--- src/rtl/crm_pkg.sv ---
// Shared types, constants and command structs for the conv/ReLU/max-pool block.
`default_nettype none

package crm_pkg;

  // Default sizes of the stores and the sample width
  localparam int unsigned SampleDepthDef = 2048;
  localparam int unsigned WeightDepthDef = 4096;
  localparam int unsigned MaxOutChDef    = 16;
  localparam int unsigned DataWidthDef   = 16;

  // Fixed-point fraction bits, store index width and output ceiling
  localparam int unsigned FracBits  = 12;
  localparam int unsigned IdxW      = 20;
  localparam int unsigned PooledMax = 32767;

  typedef enum logic [1:0] {
    ACT_SAMPLE  = 2'd0,
    ACT_WEIGHT  = 2'd1,
    ACT_BIAS    = 2'd2,
    ACT_COMPUTE = 2'd3
  } action_e;

  typedef enum logic [2:0] {
    REG_IN_ROWS     = 3'd0,
    REG_IN_COLS     = 3'd1,
    REG_IN_CHANNELS = 3'd2,
    REG_KERNEL_ROWS = 3'd3,
    REG_KERNEL_COLS = 3'd4,
    REG_POOL_SIZE   = 3'd5,
    REG_RELU_ENABLE = 3'd6,
    REG_BIAS_ENABLE = 3'd7
  } reg_idx_e;

  typedef struct packed {
    action_e            action;
    logic [11:0]        address;
    logic signed [15:0] value;
    logic [3:0]         out_channel;
    logic [4:0]         out_row;
    logic [4:0]         out_col;
  } in_item_t;

  typedef struct packed {
    logic [14:0] pooled_value;
    logic        out_of_range;
  } out_item_t;

  typedef struct packed {
    logic [6:0] in_rows;
    logic [6:0] in_cols;
    logic [4:0] in_channels;
    logic [3:0] kernel_rows;
    logic [3:0] kernel_cols;
    logic [2:0] pool_size;
    logic       relu_enable;
    logic       bias_enable;
  } cfg_t;

  localparam cfg_t CfgReset = '{
    in_rows:     7'd32,
    in_cols:     7'd32,
    in_channels: 5'd1,
    kernel_rows: 4'd5,
    kernel_cols: 4'd5,
    pool_size:   3'd2,
    relu_enable: 1'b1,
    bias_enable: 1'b1
  };

  // Which kernel loop advances after a multiply-accumulate
  typedef enum logic [1:0] {
    STEP_CH  = 2'd0,
    STEP_KC  = 2'd1,
    STEP_KR  = 2'd2,
    STEP_END = 2'd3
  } mac_step_e;

  // Which pool loop advances after a position is finished
  typedef enum logic [1:0] {
    POS_COL  = 2'd0,
    POS_ROW  = 2'd1,
    POS_LAST = 2'd2
  } pos_step_e;

  typedef struct packed {
    logic      load;
    logic      capture;
    logic      setup1;
    logic      setup2;
    logic      mac;
    mac_step_e step;
    logic      fin1;
    logic      fin2;
    pos_step_e pos;
    logic      out_write;
  } dp_cmd_t;

  typedef struct packed {
    logic oor;
    logic out_busy;
  } dp_stat_t;

endpackage

`default_nettype wire

--- src/rtl/crm_ctrl.sv ---
// Controller: input handshake, loop counters and sequencing of the datapath.
`default_nettype none

module crm_ctrl (
  input  logic               clk_i,
  input  logic               rst_ni,
  input  crm_pkg::cfg_t      cfg_i,
  input  logic               in_valid_i,
  input  crm_pkg::action_e   in_action_i,
  output logic               in_stall_o,
  input  crm_pkg::dp_stat_t  stat_i,
  output crm_pkg::dp_cmd_t   cmd_o
);

  typedef enum logic [7:0] {
    ST_IDLE   = 8'b0000_0001,
    ST_SETUP1 = 8'b0000_0010,
    ST_SETUP2 = 8'b0000_0100,
    ST_RUN    = 8'b0000_1000,
    ST_DRAIN  = 8'b0001_0000,
    ST_FIN1   = 8'b0010_0000,
    ST_FIN2   = 8'b0100_0000,
    ST_OUT    = 8'b1000_0000
  } state_e;

  state_e     state_q, state_d;
  logic [4:0] ch_q;
  logic [3:0] kc_q, kr_q;
  logic [2:0] pj_q, pi_q;
  logic       drain_q;
  logic       accept, last_ch, last_kc, last_kr, last_pj, last_pi;

  assign accept     = in_valid_i && (state_q == ST_IDLE);
  assign in_stall_o = !(state_q == ST_IDLE);

  assign last_ch = (ch_q + 5'd1) == cfg_i.in_channels;
  assign last_kc = (kc_q + 4'd1) == cfg_i.kernel_cols;
  assign last_kr = (kr_q + 4'd1) == cfg_i.kernel_rows;
  assign last_pj = (pj_q + 3'd1) == cfg_i.pool_size;
  assign last_pi = (pi_q + 3'd1) == cfg_i.pool_size;

  // Next state and commands
  always_comb begin
    state_d = state_q;
    cmd_o   = '0;
    cmd_o.step = crm_pkg::STEP_END;
    cmd_o.pos  = crm_pkg::POS_LAST;
    cmd_o.load    = accept && (in_action_i != crm_pkg::ACT_COMPUTE);
    cmd_o.capture = accept && (in_action_i == crm_pkg::ACT_COMPUTE);
    unique case (state_q)
      ST_IDLE: begin
        if (cmd_o.capture) begin
          state_d = ST_SETUP1;
        end
      end
      ST_SETUP1: begin
        cmd_o.setup1 = 1'b1;
        state_d      = ST_SETUP2;
      end
      ST_SETUP2: begin
        cmd_o.setup2 = 1'b1;
        state_d      = stat_i.oor ? ST_OUT : ST_RUN;
      end
      ST_RUN: begin
        cmd_o.mac = 1'b1;
        priority if (!last_ch) begin
          cmd_o.step = crm_pkg::STEP_CH;
        end else if (!last_kc) begin
          cmd_o.step = crm_pkg::STEP_KC;
        end else if (!last_kr) begin
          cmd_o.step = crm_pkg::STEP_KR;
        end else begin
          cmd_o.step = crm_pkg::STEP_END;
          state_d    = ST_DRAIN;
        end
      end
      ST_DRAIN: begin
        if (drain_q) begin
          state_d = ST_FIN1;
        end
      end
      ST_FIN1: begin
        cmd_o.fin1 = 1'b1;
        state_d    = ST_FIN2;
      end
      ST_FIN2: begin
        cmd_o.fin2 = 1'b1;
        priority if (!last_pj) begin
          cmd_o.pos = crm_pkg::POS_COL;
          state_d   = ST_RUN;
        end else if (!last_pi) begin
          cmd_o.pos = crm_pkg::POS_ROW;
          state_d   = ST_RUN;
        end else begin
          cmd_o.pos = crm_pkg::POS_LAST;
          state_d   = ST_OUT;
        end
      end
      ST_OUT: begin
        if (!stat_i.out_busy) begin
          cmd_o.out_write = 1'b1;
          state_d         = ST_IDLE;
        end
      end
      default: begin
        state_d = ST_IDLE;
      end
    endcase
  end

  // State and loop counters
  always_ff @(posedge clk_i or negedge rst_ni) begin
    if (!rst_ni) begin
      state_q <= ST_IDLE;
      ch_q    <= '0;
      kc_q    <= '0;
      kr_q    <= '0;
      pj_q    <= '0;
      pi_q    <= '0;
      drain_q <= 1'b0;
    end else begin
      state_q <= state_d;
      drain_q <= (state_q == ST_DRAIN) && !drain_q;
      if (cmd_o.setup2) begin
        ch_q <= '0;
        kc_q <= '0;
        kr_q <= '0;
        pj_q <= '0;
        pi_q <= '0;
      end else if (cmd_o.mac) begin
        unique case (cmd_o.step)
          crm_pkg::STEP_CH: ch_q <= ch_q + 5'd1;
          crm_pkg::STEP_KC: begin
            ch_q <= '0;
            kc_q <= kc_q + 4'd1;
          end
          crm_pkg::STEP_KR: begin
            ch_q <= '0;
            kc_q <= '0;
            kr_q <= kr_q + 4'd1;
          end
          crm_pkg::STEP_END: begin
            ch_q <= '0;
            kc_q <= '0;
            kr_q <= '0;
          end
        endcase
      end else if (cmd_o.fin2) begin
        if (cmd_o.pos == crm_pkg::POS_COL) begin
          pj_q <= pj_q + 3'd1;
        end else if (cmd_o.pos == crm_pkg::POS_ROW) begin
          pj_q <= '0;
          pi_q <= pi_q + 3'd1;
        end
      end
    end
  end

  // The output register is free whenever a result is written into it
  a_out_free: assert property (@(posedge clk_i) disable iff (!rst_ni)
    cmd_o.out_write |-> !stat_i.out_busy)
    else $error("result written while output register is held");

  // Kernel counters stay inside the configured window while MACs issue
  a_kernel_range: assert property (@(posedge clk_i) disable iff (!rst_ni)
    (state_q == ST_RUN) |-> (ch_q < cfg_i.in_channels) && (kc_q < cfg_i.kernel_cols) &&
                            (kr_q < cfg_i.kernel_rows))
    else $error("kernel counter out of range");

  // Pool counters stay inside the pool window
  a_pool_range: assert property (@(posedge clk_i) disable iff (!rst_ni)
    (state_q == ST_FIN2) |-> (pi_q < cfg_i.pool_size) && (pj_q < cfg_i.pool_size))
    else $error("pool counter out of range");

  // Every pooled position is finalized once the DRAIN state has drained the MAC pipeline after its last MAC
  a_drain: assert property (@(posedge clk_i) disable iff (!rst_ni)
    (cmd_o.mac && cmd_o.step == crm_pkg::STEP_END) |-> ##3 (state_q == ST_FIN1))
    else $error("finalize not aligned with accumulator drain");

endmodule

`default_nettype wire

--- config.mk ---
export PLATFORM = sky130hd
export DESIGN_NAME = crm_ctrl
export DESIGN_NICKNAME = d
export VERILOG_FILES = /design/src/rtl/crm_pkg.sv /design/src/rtl/crm_ctrl.sv
export SDC_FILE = /design/constraint.sdc
export NUM_CORES = 1
export LEC_CHECK = 0
export ABC_AREA = 1
export ABC_CLOCK_PERIOD_IN_PS = 2450
export BUFFER_PORTS_ARGS = -buffer_cell sky130_fd_sc_hd__buf_2
export CAP_MARGIN = 20
export CORE_ASPECT_RATIO = 1.2
export CORE_MARGIN = 2
export CORE_UTILIZATION = 50
export DETAILED_ROUTE_END_ITERATION = 8
export PLACE_DENSITY = 0.73
export SLEW_MARGIN = 30
export SYNTH_ARGS = -nofsm -noshare
export SYNTH_HDL_FRONTEND = slang
export SYNTH_SLANG_ARGS = --single-unit
--- constraint.sdc ---
create_clock -name clk_i -period 2.45 [get_ports clk_i]
set_input_delay 0.245 -clock clk_i [delete_from_list [all_inputs] [get_ports clk_i]]
set_output_delay 0.245 -clock clk_i [all_outputs]
set_load 0.02 [all_outputs]
* Word level (Yosys, flattened, before mapping)
Cells that the tools add are included.
** Operators by class
- $add $sub $neg :: 5
- $mul :: 0
- Div/mod/pow operators :: 0
- Order comparisons :: 0
- Eq/ne operators :: 27
- Shift-type cells :: 0
- Mux-type cells :: 41
- Bitwise logic cells :: 0
- Reduce and logical (&&, ||, !) cells :: 21
** Operator list (number)
- $mux W8 :: 9
- $pmux W8 S8 :: 1
- $mux W3 :: 12
- $mux W4 :: 4
- $ne A2 B2 Y1 const B :: 8
- $pmux W4 S2 :: 2
- $mux W5 :: 2
- $pmux W5 S2 :: 1
- $reduce_bool A3 Y1 :: 3
- $add A4 B1 Y4 const B :: 2
- $eq A4 B4 Y1 :: 2
- $eq A8 B1 Y1 const B :: 1
- $eq A8 B2 Y1 const B :: 1
- $eq A8 B3 Y1 const B :: 1
- $eq A8 B4 Y1 const B :: 1
- $eq A8 B5 Y1 const B :: 1
- $eq A8 B6 Y1 const B :: 1
- $eq A8 B7 Y1 const B :: 1
- $eq A8 B8 Y1 const B :: 1
- $mux W2 :: 4
- $add A3 B1 Y3 const B :: 2
- $eq A2 B2 Y1 const B :: 3
- $eq A3 B3 Y1 :: 2
- $mux W1 :: 6
- 14 further kinds :: 23
** Storage, ports and cells
- Bits in registers :: 28
- Bits in latches :: 0
- Bits in writable memories :: 0
- ROM bits :: 0
- Bits of input ports :: 39
- Output and inout port bits :: 13
- Logic and storage cells :: 101
- Memories kept :: 0

* Longest topological paths before layout
- Depth after elaboration :: 11
- Depth in mapped cells :: 12

* Least setup slack after synthesis
OpenSTA, ideal clock, no wires.
- Kind :: register to output
- Start :: reg ch_q[0]
- End :: out cmd_o[5] (netlist name)
- Data arrival time :: 1.700 ns
- Required time :: 2.205 ns
- Setup slack :: 0.505 ns
- Stages on the path, launching flop included :: 11
- Path buffers :: 0
- Cell sequence :: dfrtp_1 ha_1 inv_1 nand2_1 nand2_1 nor2_1 nand2_1 nor2_4 nand2_2 nand2_4 a21boi_1
** RTL lines
- start: declaration :: line crm_ctrl.sv:27 : logic [4:0] ch_q;
- start signal: assignment :: line crm_ctrl.sv:132 : crm_pkg::STEP_CH: ch_q <= ch_q + 5'd1;
- end: declaration :: line crm_ctrl.sv:12 : output crm_pkg::dp_cmd_t cmd_o

==> summary.md <==
| Metric | Value |
|---|---|
| Worst-path fanout max | `10` |
| Core occupancy in the finished layout | `59.2%` |
| H-tree depth | `1` |
| Final Hold Viols | `0` |
| R2R setup slack | `0.61 ns` |
| Final TNS setup | `0 ns` |
| Vias in the first global route | `1730` |
| Most common cell after layout, fill and taps aside | `sky130_fd_sc_hd__nand2_1` |
| Largest net degree at the start of global routing | `29` |
| Commonest cells after routing, fill and taps aside | `sky130_fd_sc_hd__nand2_1 (77), sky130_fd_sc_hd__inv_1 (41), sky130_fd_sc_hd__buf_2 (34), sky130_fd_sc_hd__nand3_1 (31), sky130_fd_sc_hd__dfrtp_1 (27)` |
| Cell leakage power | `0.00126 µW` |
| CP peak stage delay | `0.44 ns` |
| Remaining design rule violation count | `0` |
| WL final | `3.94 mm` |
| Finish-stage setup viols | `0` |
| Final min period | `between 2 and 2.5 ns` |
| Gpl congestion | `0.818` |
| Share of post-route cells with drive strength above 1 | `21.7%` |
| Total via count after detailed routing | `between 1500 and 2000` |
| Number of max-cap violations | `0` |
| Category of the most critical setup path | `reg -> out` |
| Proportion of synthesized flip-flops having asynchronous set or reset | `100%` |
| Initial DRC Count | `a little under 50` |
| Initial Util | `51.2%` |
| Row Count | `25` |
| Synth Net Count | `321` |
| Number of nets with antenna violations after detailed routing | `0` |
| Number of antenna violations at the first check in global routing | `0` |
| Synth top area share | `34.0%` |
| Standard cell core area | `3880 µm²` |
| Area of the die | `4490 µm²` |
| Maximum ir drop on the vdd rail | `about 0.40 mV` |
| Post-place setup slack | `0.458 ns` |
| Cell chain of the critical path | `ha_1, inv_1, nand2_1, nand2_1, nor2_1, nand3_1, nor2_4, nand3_4, nand2_8, buf_2` |
| Number of nets in the final layout | `around 360` |
| Critical register-to-register path endpoint | `kr_q[2]$_DFFE_PN0P_` |
| Number of buffers between clock root and the deepest sink | `2` |
| Relative slew margins | `about 58%` |
| Cell mode on critical path | `sky130_fd_sc_hd__nand2_1` |
| Number of sinks on the clock net | `28` |
| Syn. warnings | `0` |
| Cell at the root of the clock tree | `sky130_fd_sc_hd__clkbuf_8` |
| Setup repair after global routing missed its margin | `true` |
| Worst Setup Slack, final | `0.194 ns` |
| Count of pins over their slew limit | `0` |
| Port bufs | `35` |
| Total global routing overflow | `0` |
| Half-perimeter wire length after placement | `roughly 3.1 mm` |
| Cell area power density | `663 nW/µm²` |
| Post-synthesis sequential area ratio | `approximately 35%` |
| Arrival @ worst endpoint | `2.01 ns` |
| Total clock buffers created by CTS | `3` |
| Startpoint of the worst register-to-register path | `kc_q[0]$_DFFE_PN0P_` |
| Number of register bits inferred by synthesis | `28` |
| Required arrival time at the worst endpoint | `2.20 ns` |
| Worst-Skew Late Latency | `about 0.28 ns` |
| Total GRT Usage | `approximately a fifth` |
| Final routed wire length divided by cell count | `between 10 and 15 µm` |
| Peak clock frequency supported by timing | `0.443 GHz` |
| Via density | `4.90` |
| Total instance count after detailed placement | `366` |
| Number of different library cells in the post-synthesis netlist | `27` |
| Area overhead of the layout relative to synthesis | `15.6%` |
| CP Depth | `10` |
| Endpoint type of the worst setup path | `output pin` |
| Die width | `between 60 and 70 µm` |
| Die boundary height | `73.0 µm` |
| Dominant cells by area after synthesis | `sky130_fd_sc_hd__dfrtp_1 (34%), sky130_fd_sc_hd__nand2_1 (15%), sky130_fd_sc_hd__nand3_1 (7.8%)` |
| First-pass GRT wire length | `between 7 and 8 mm` |
| Max Clock Skew | `0.00294 ns` |
| Share of the clock period used by the worst path | `slightly above 90%` |
| Summed instance area of the synthesized netlist | `just under 2000 µm²` |
| Worst setup SP type | `flop` |
| Diodes inserted | `0` |
| Per-instance average area after synthesis | `7.17 µm²` |
| Status | `finished, final reports clean` |
| Crit path to | `cmd_o[6]` |
| Overall power of the completed layout | `between 1500 and 2000 µW` |
| Transition time at the pin with the least slew margin | `0.632 ns` |
| Family of cells with the greatest summed delay on the critical path | `simple AND/OR/NAND/NOR gates` |
| Post-synth EDFFs | `0` |
| Number of ports placed on the die boundary | `52` |
| Max stage delay cell, worst path | `sky130_fd_sc_hd__dfrtp_1` |
| Worst setup startpoint | `kc_q[0]$_DFFE_PN0P_` |
| Cells after Synth | `roughly 280` |
| Count of buffer and inverter cells on the critical path | `2` |
| Worst Reg-to-Reg Cells | `12` |
| Register clock-pin slew on the reported worst setup and hold paths | `0.10 ns` |
| Cell taking the most area after synthesis | `sky130_fd_sc_hd__dfrtp_1` |
| First-pass DRT Iterations | `4` |
| Post-layout instance count excluding filler cells | `roughly 370` |
| Main synth FF type | `sky130_fd_sc_hd__dfrtp_1` |
| Worst min-delay path category | `in -> reg` |
| Clock tree from TritonCTS | `built` |
## power by group
part	switching, µW	internal (µW)
clock network	148	117
registers	74.8	529
logic	405	247
## routing by layer
layer / vias to the layer above / track usage [%] / part of all wire [%]
met1: 818 / 24.9 / 45
met5: - / 0 / 0
met3: 7 / 2.66 / 2.9
met2: 31 / 34.7 / 50
met4: 0 / 7.57 / 1.7
li1: 965 / - / -
## cells by family after synthesis
group / count (synthesis) / synth area share, %
AOI/OAI and AO/OA: 14 / 3.72
xor gates and xnor gates: 11 / 4.85
adders and majority gates: 5 / 3.15
buffers and inverters: 46 / 9.45
DFF: 28 / 35.4
and+or+nand+nor: 173 / 43.5
## cell type report
| type | count | area, µm² |
|---|---|---|
| clock buffer | 4 | 45.0 |
| fill | 428 | 1580 |
| inverter | 44 | 165 |
| multi-input combinational | 203 | 1100 |
| sequential | 28 | 702 |
| tap | 54 | 67.6 |
| timing repair buffer | 39 | 210 |
## Yosys cell counts, types with 4 or more instances
master and count:
sky130_fd_sc_hd__nand4_1 17, sky130_fd_sc_hd__o21ai_1 6, sky130_fd_sc_hd__xnor2_1 6, sky130_fd_sc_hd__nor2_2 8, sky130_fd_sc_hd__o21ai_0 5, sky130_fd_sc_hd__inv_1 41
sky130_fd_sc_hd__nand2_1 77, sky130_fd_sc_hd__xor2_1 5, sky130_fd_sc_hd__ha_1 5, sky130_fd_sc_hd__dfrtp_1 27, sky130_fd_sc_hd__nor2_4 4, sky130_fd_sc_hd__nand3_1 31
sky130_fd_sc_hd__nor2_1 22
## what timing repair did
item | in CTS | in global routing
hold buffers | 1 | 0
setup buffers | 0 | 1
hold endpoints to repair | 25 | 0
gates resized for setup | 0 | 3
setup endpoints to repair | 0 | 2
## state kept, by name, indices dropped and copies added, names as in the netlist
name     flops
state_q      8
ch_q         5
kc_q         4
kr_q         4
pi_q         3
pj_q         3
drain_q      1
## worst register-to-register path: cells and delay by family (launching register included)
kind / cells / cell delay [ns]
buf+inv: 1 / 0.05
simple gates: 10 / 0.92
fa+ha+maj: 1 / 0.34
flops: 1 / 0.44
## how the worst min path moves through the flow
| stage | start | to | slack, ns | depth (start not counted) |
|---|---|---|---|---|
| after floorplan | rst_ni | ch_q[0]$_DFFE_PN0P_ | -0.05 | 0 |
| after global placement | rst_ni | kr_q[1]$_DFFE_PN0P_ | 0.31 | 1 |
| after detailed placement | rst_ni | kr_q[1]$_DFFE_PN0P_ | 0.31 | 1 |
| after CTS | stat_i[1] | state_q[7]$_DFFE_PN0P_ | 0.20 | 3 |
| after global routing | in_valid_i | state_q[0]$_DFFE_PN1P_ | 0.26 | 4 |
| final | stat_i[1] | state_q[7]$_DFFE_PN0P_ | 0.20 | 3 |
## through the flow
step	hold slack (ns)	area [µm²]
4_1_cts	0.196	2280
2_1_floorplan	-0.0506	1990
5_1_grt	0.257	2290
6_report	0.205	2290
3_3_place_gp	0.305	2220
3_5_place_dp	0.306	2220
(Power assumes the default switching activity.)
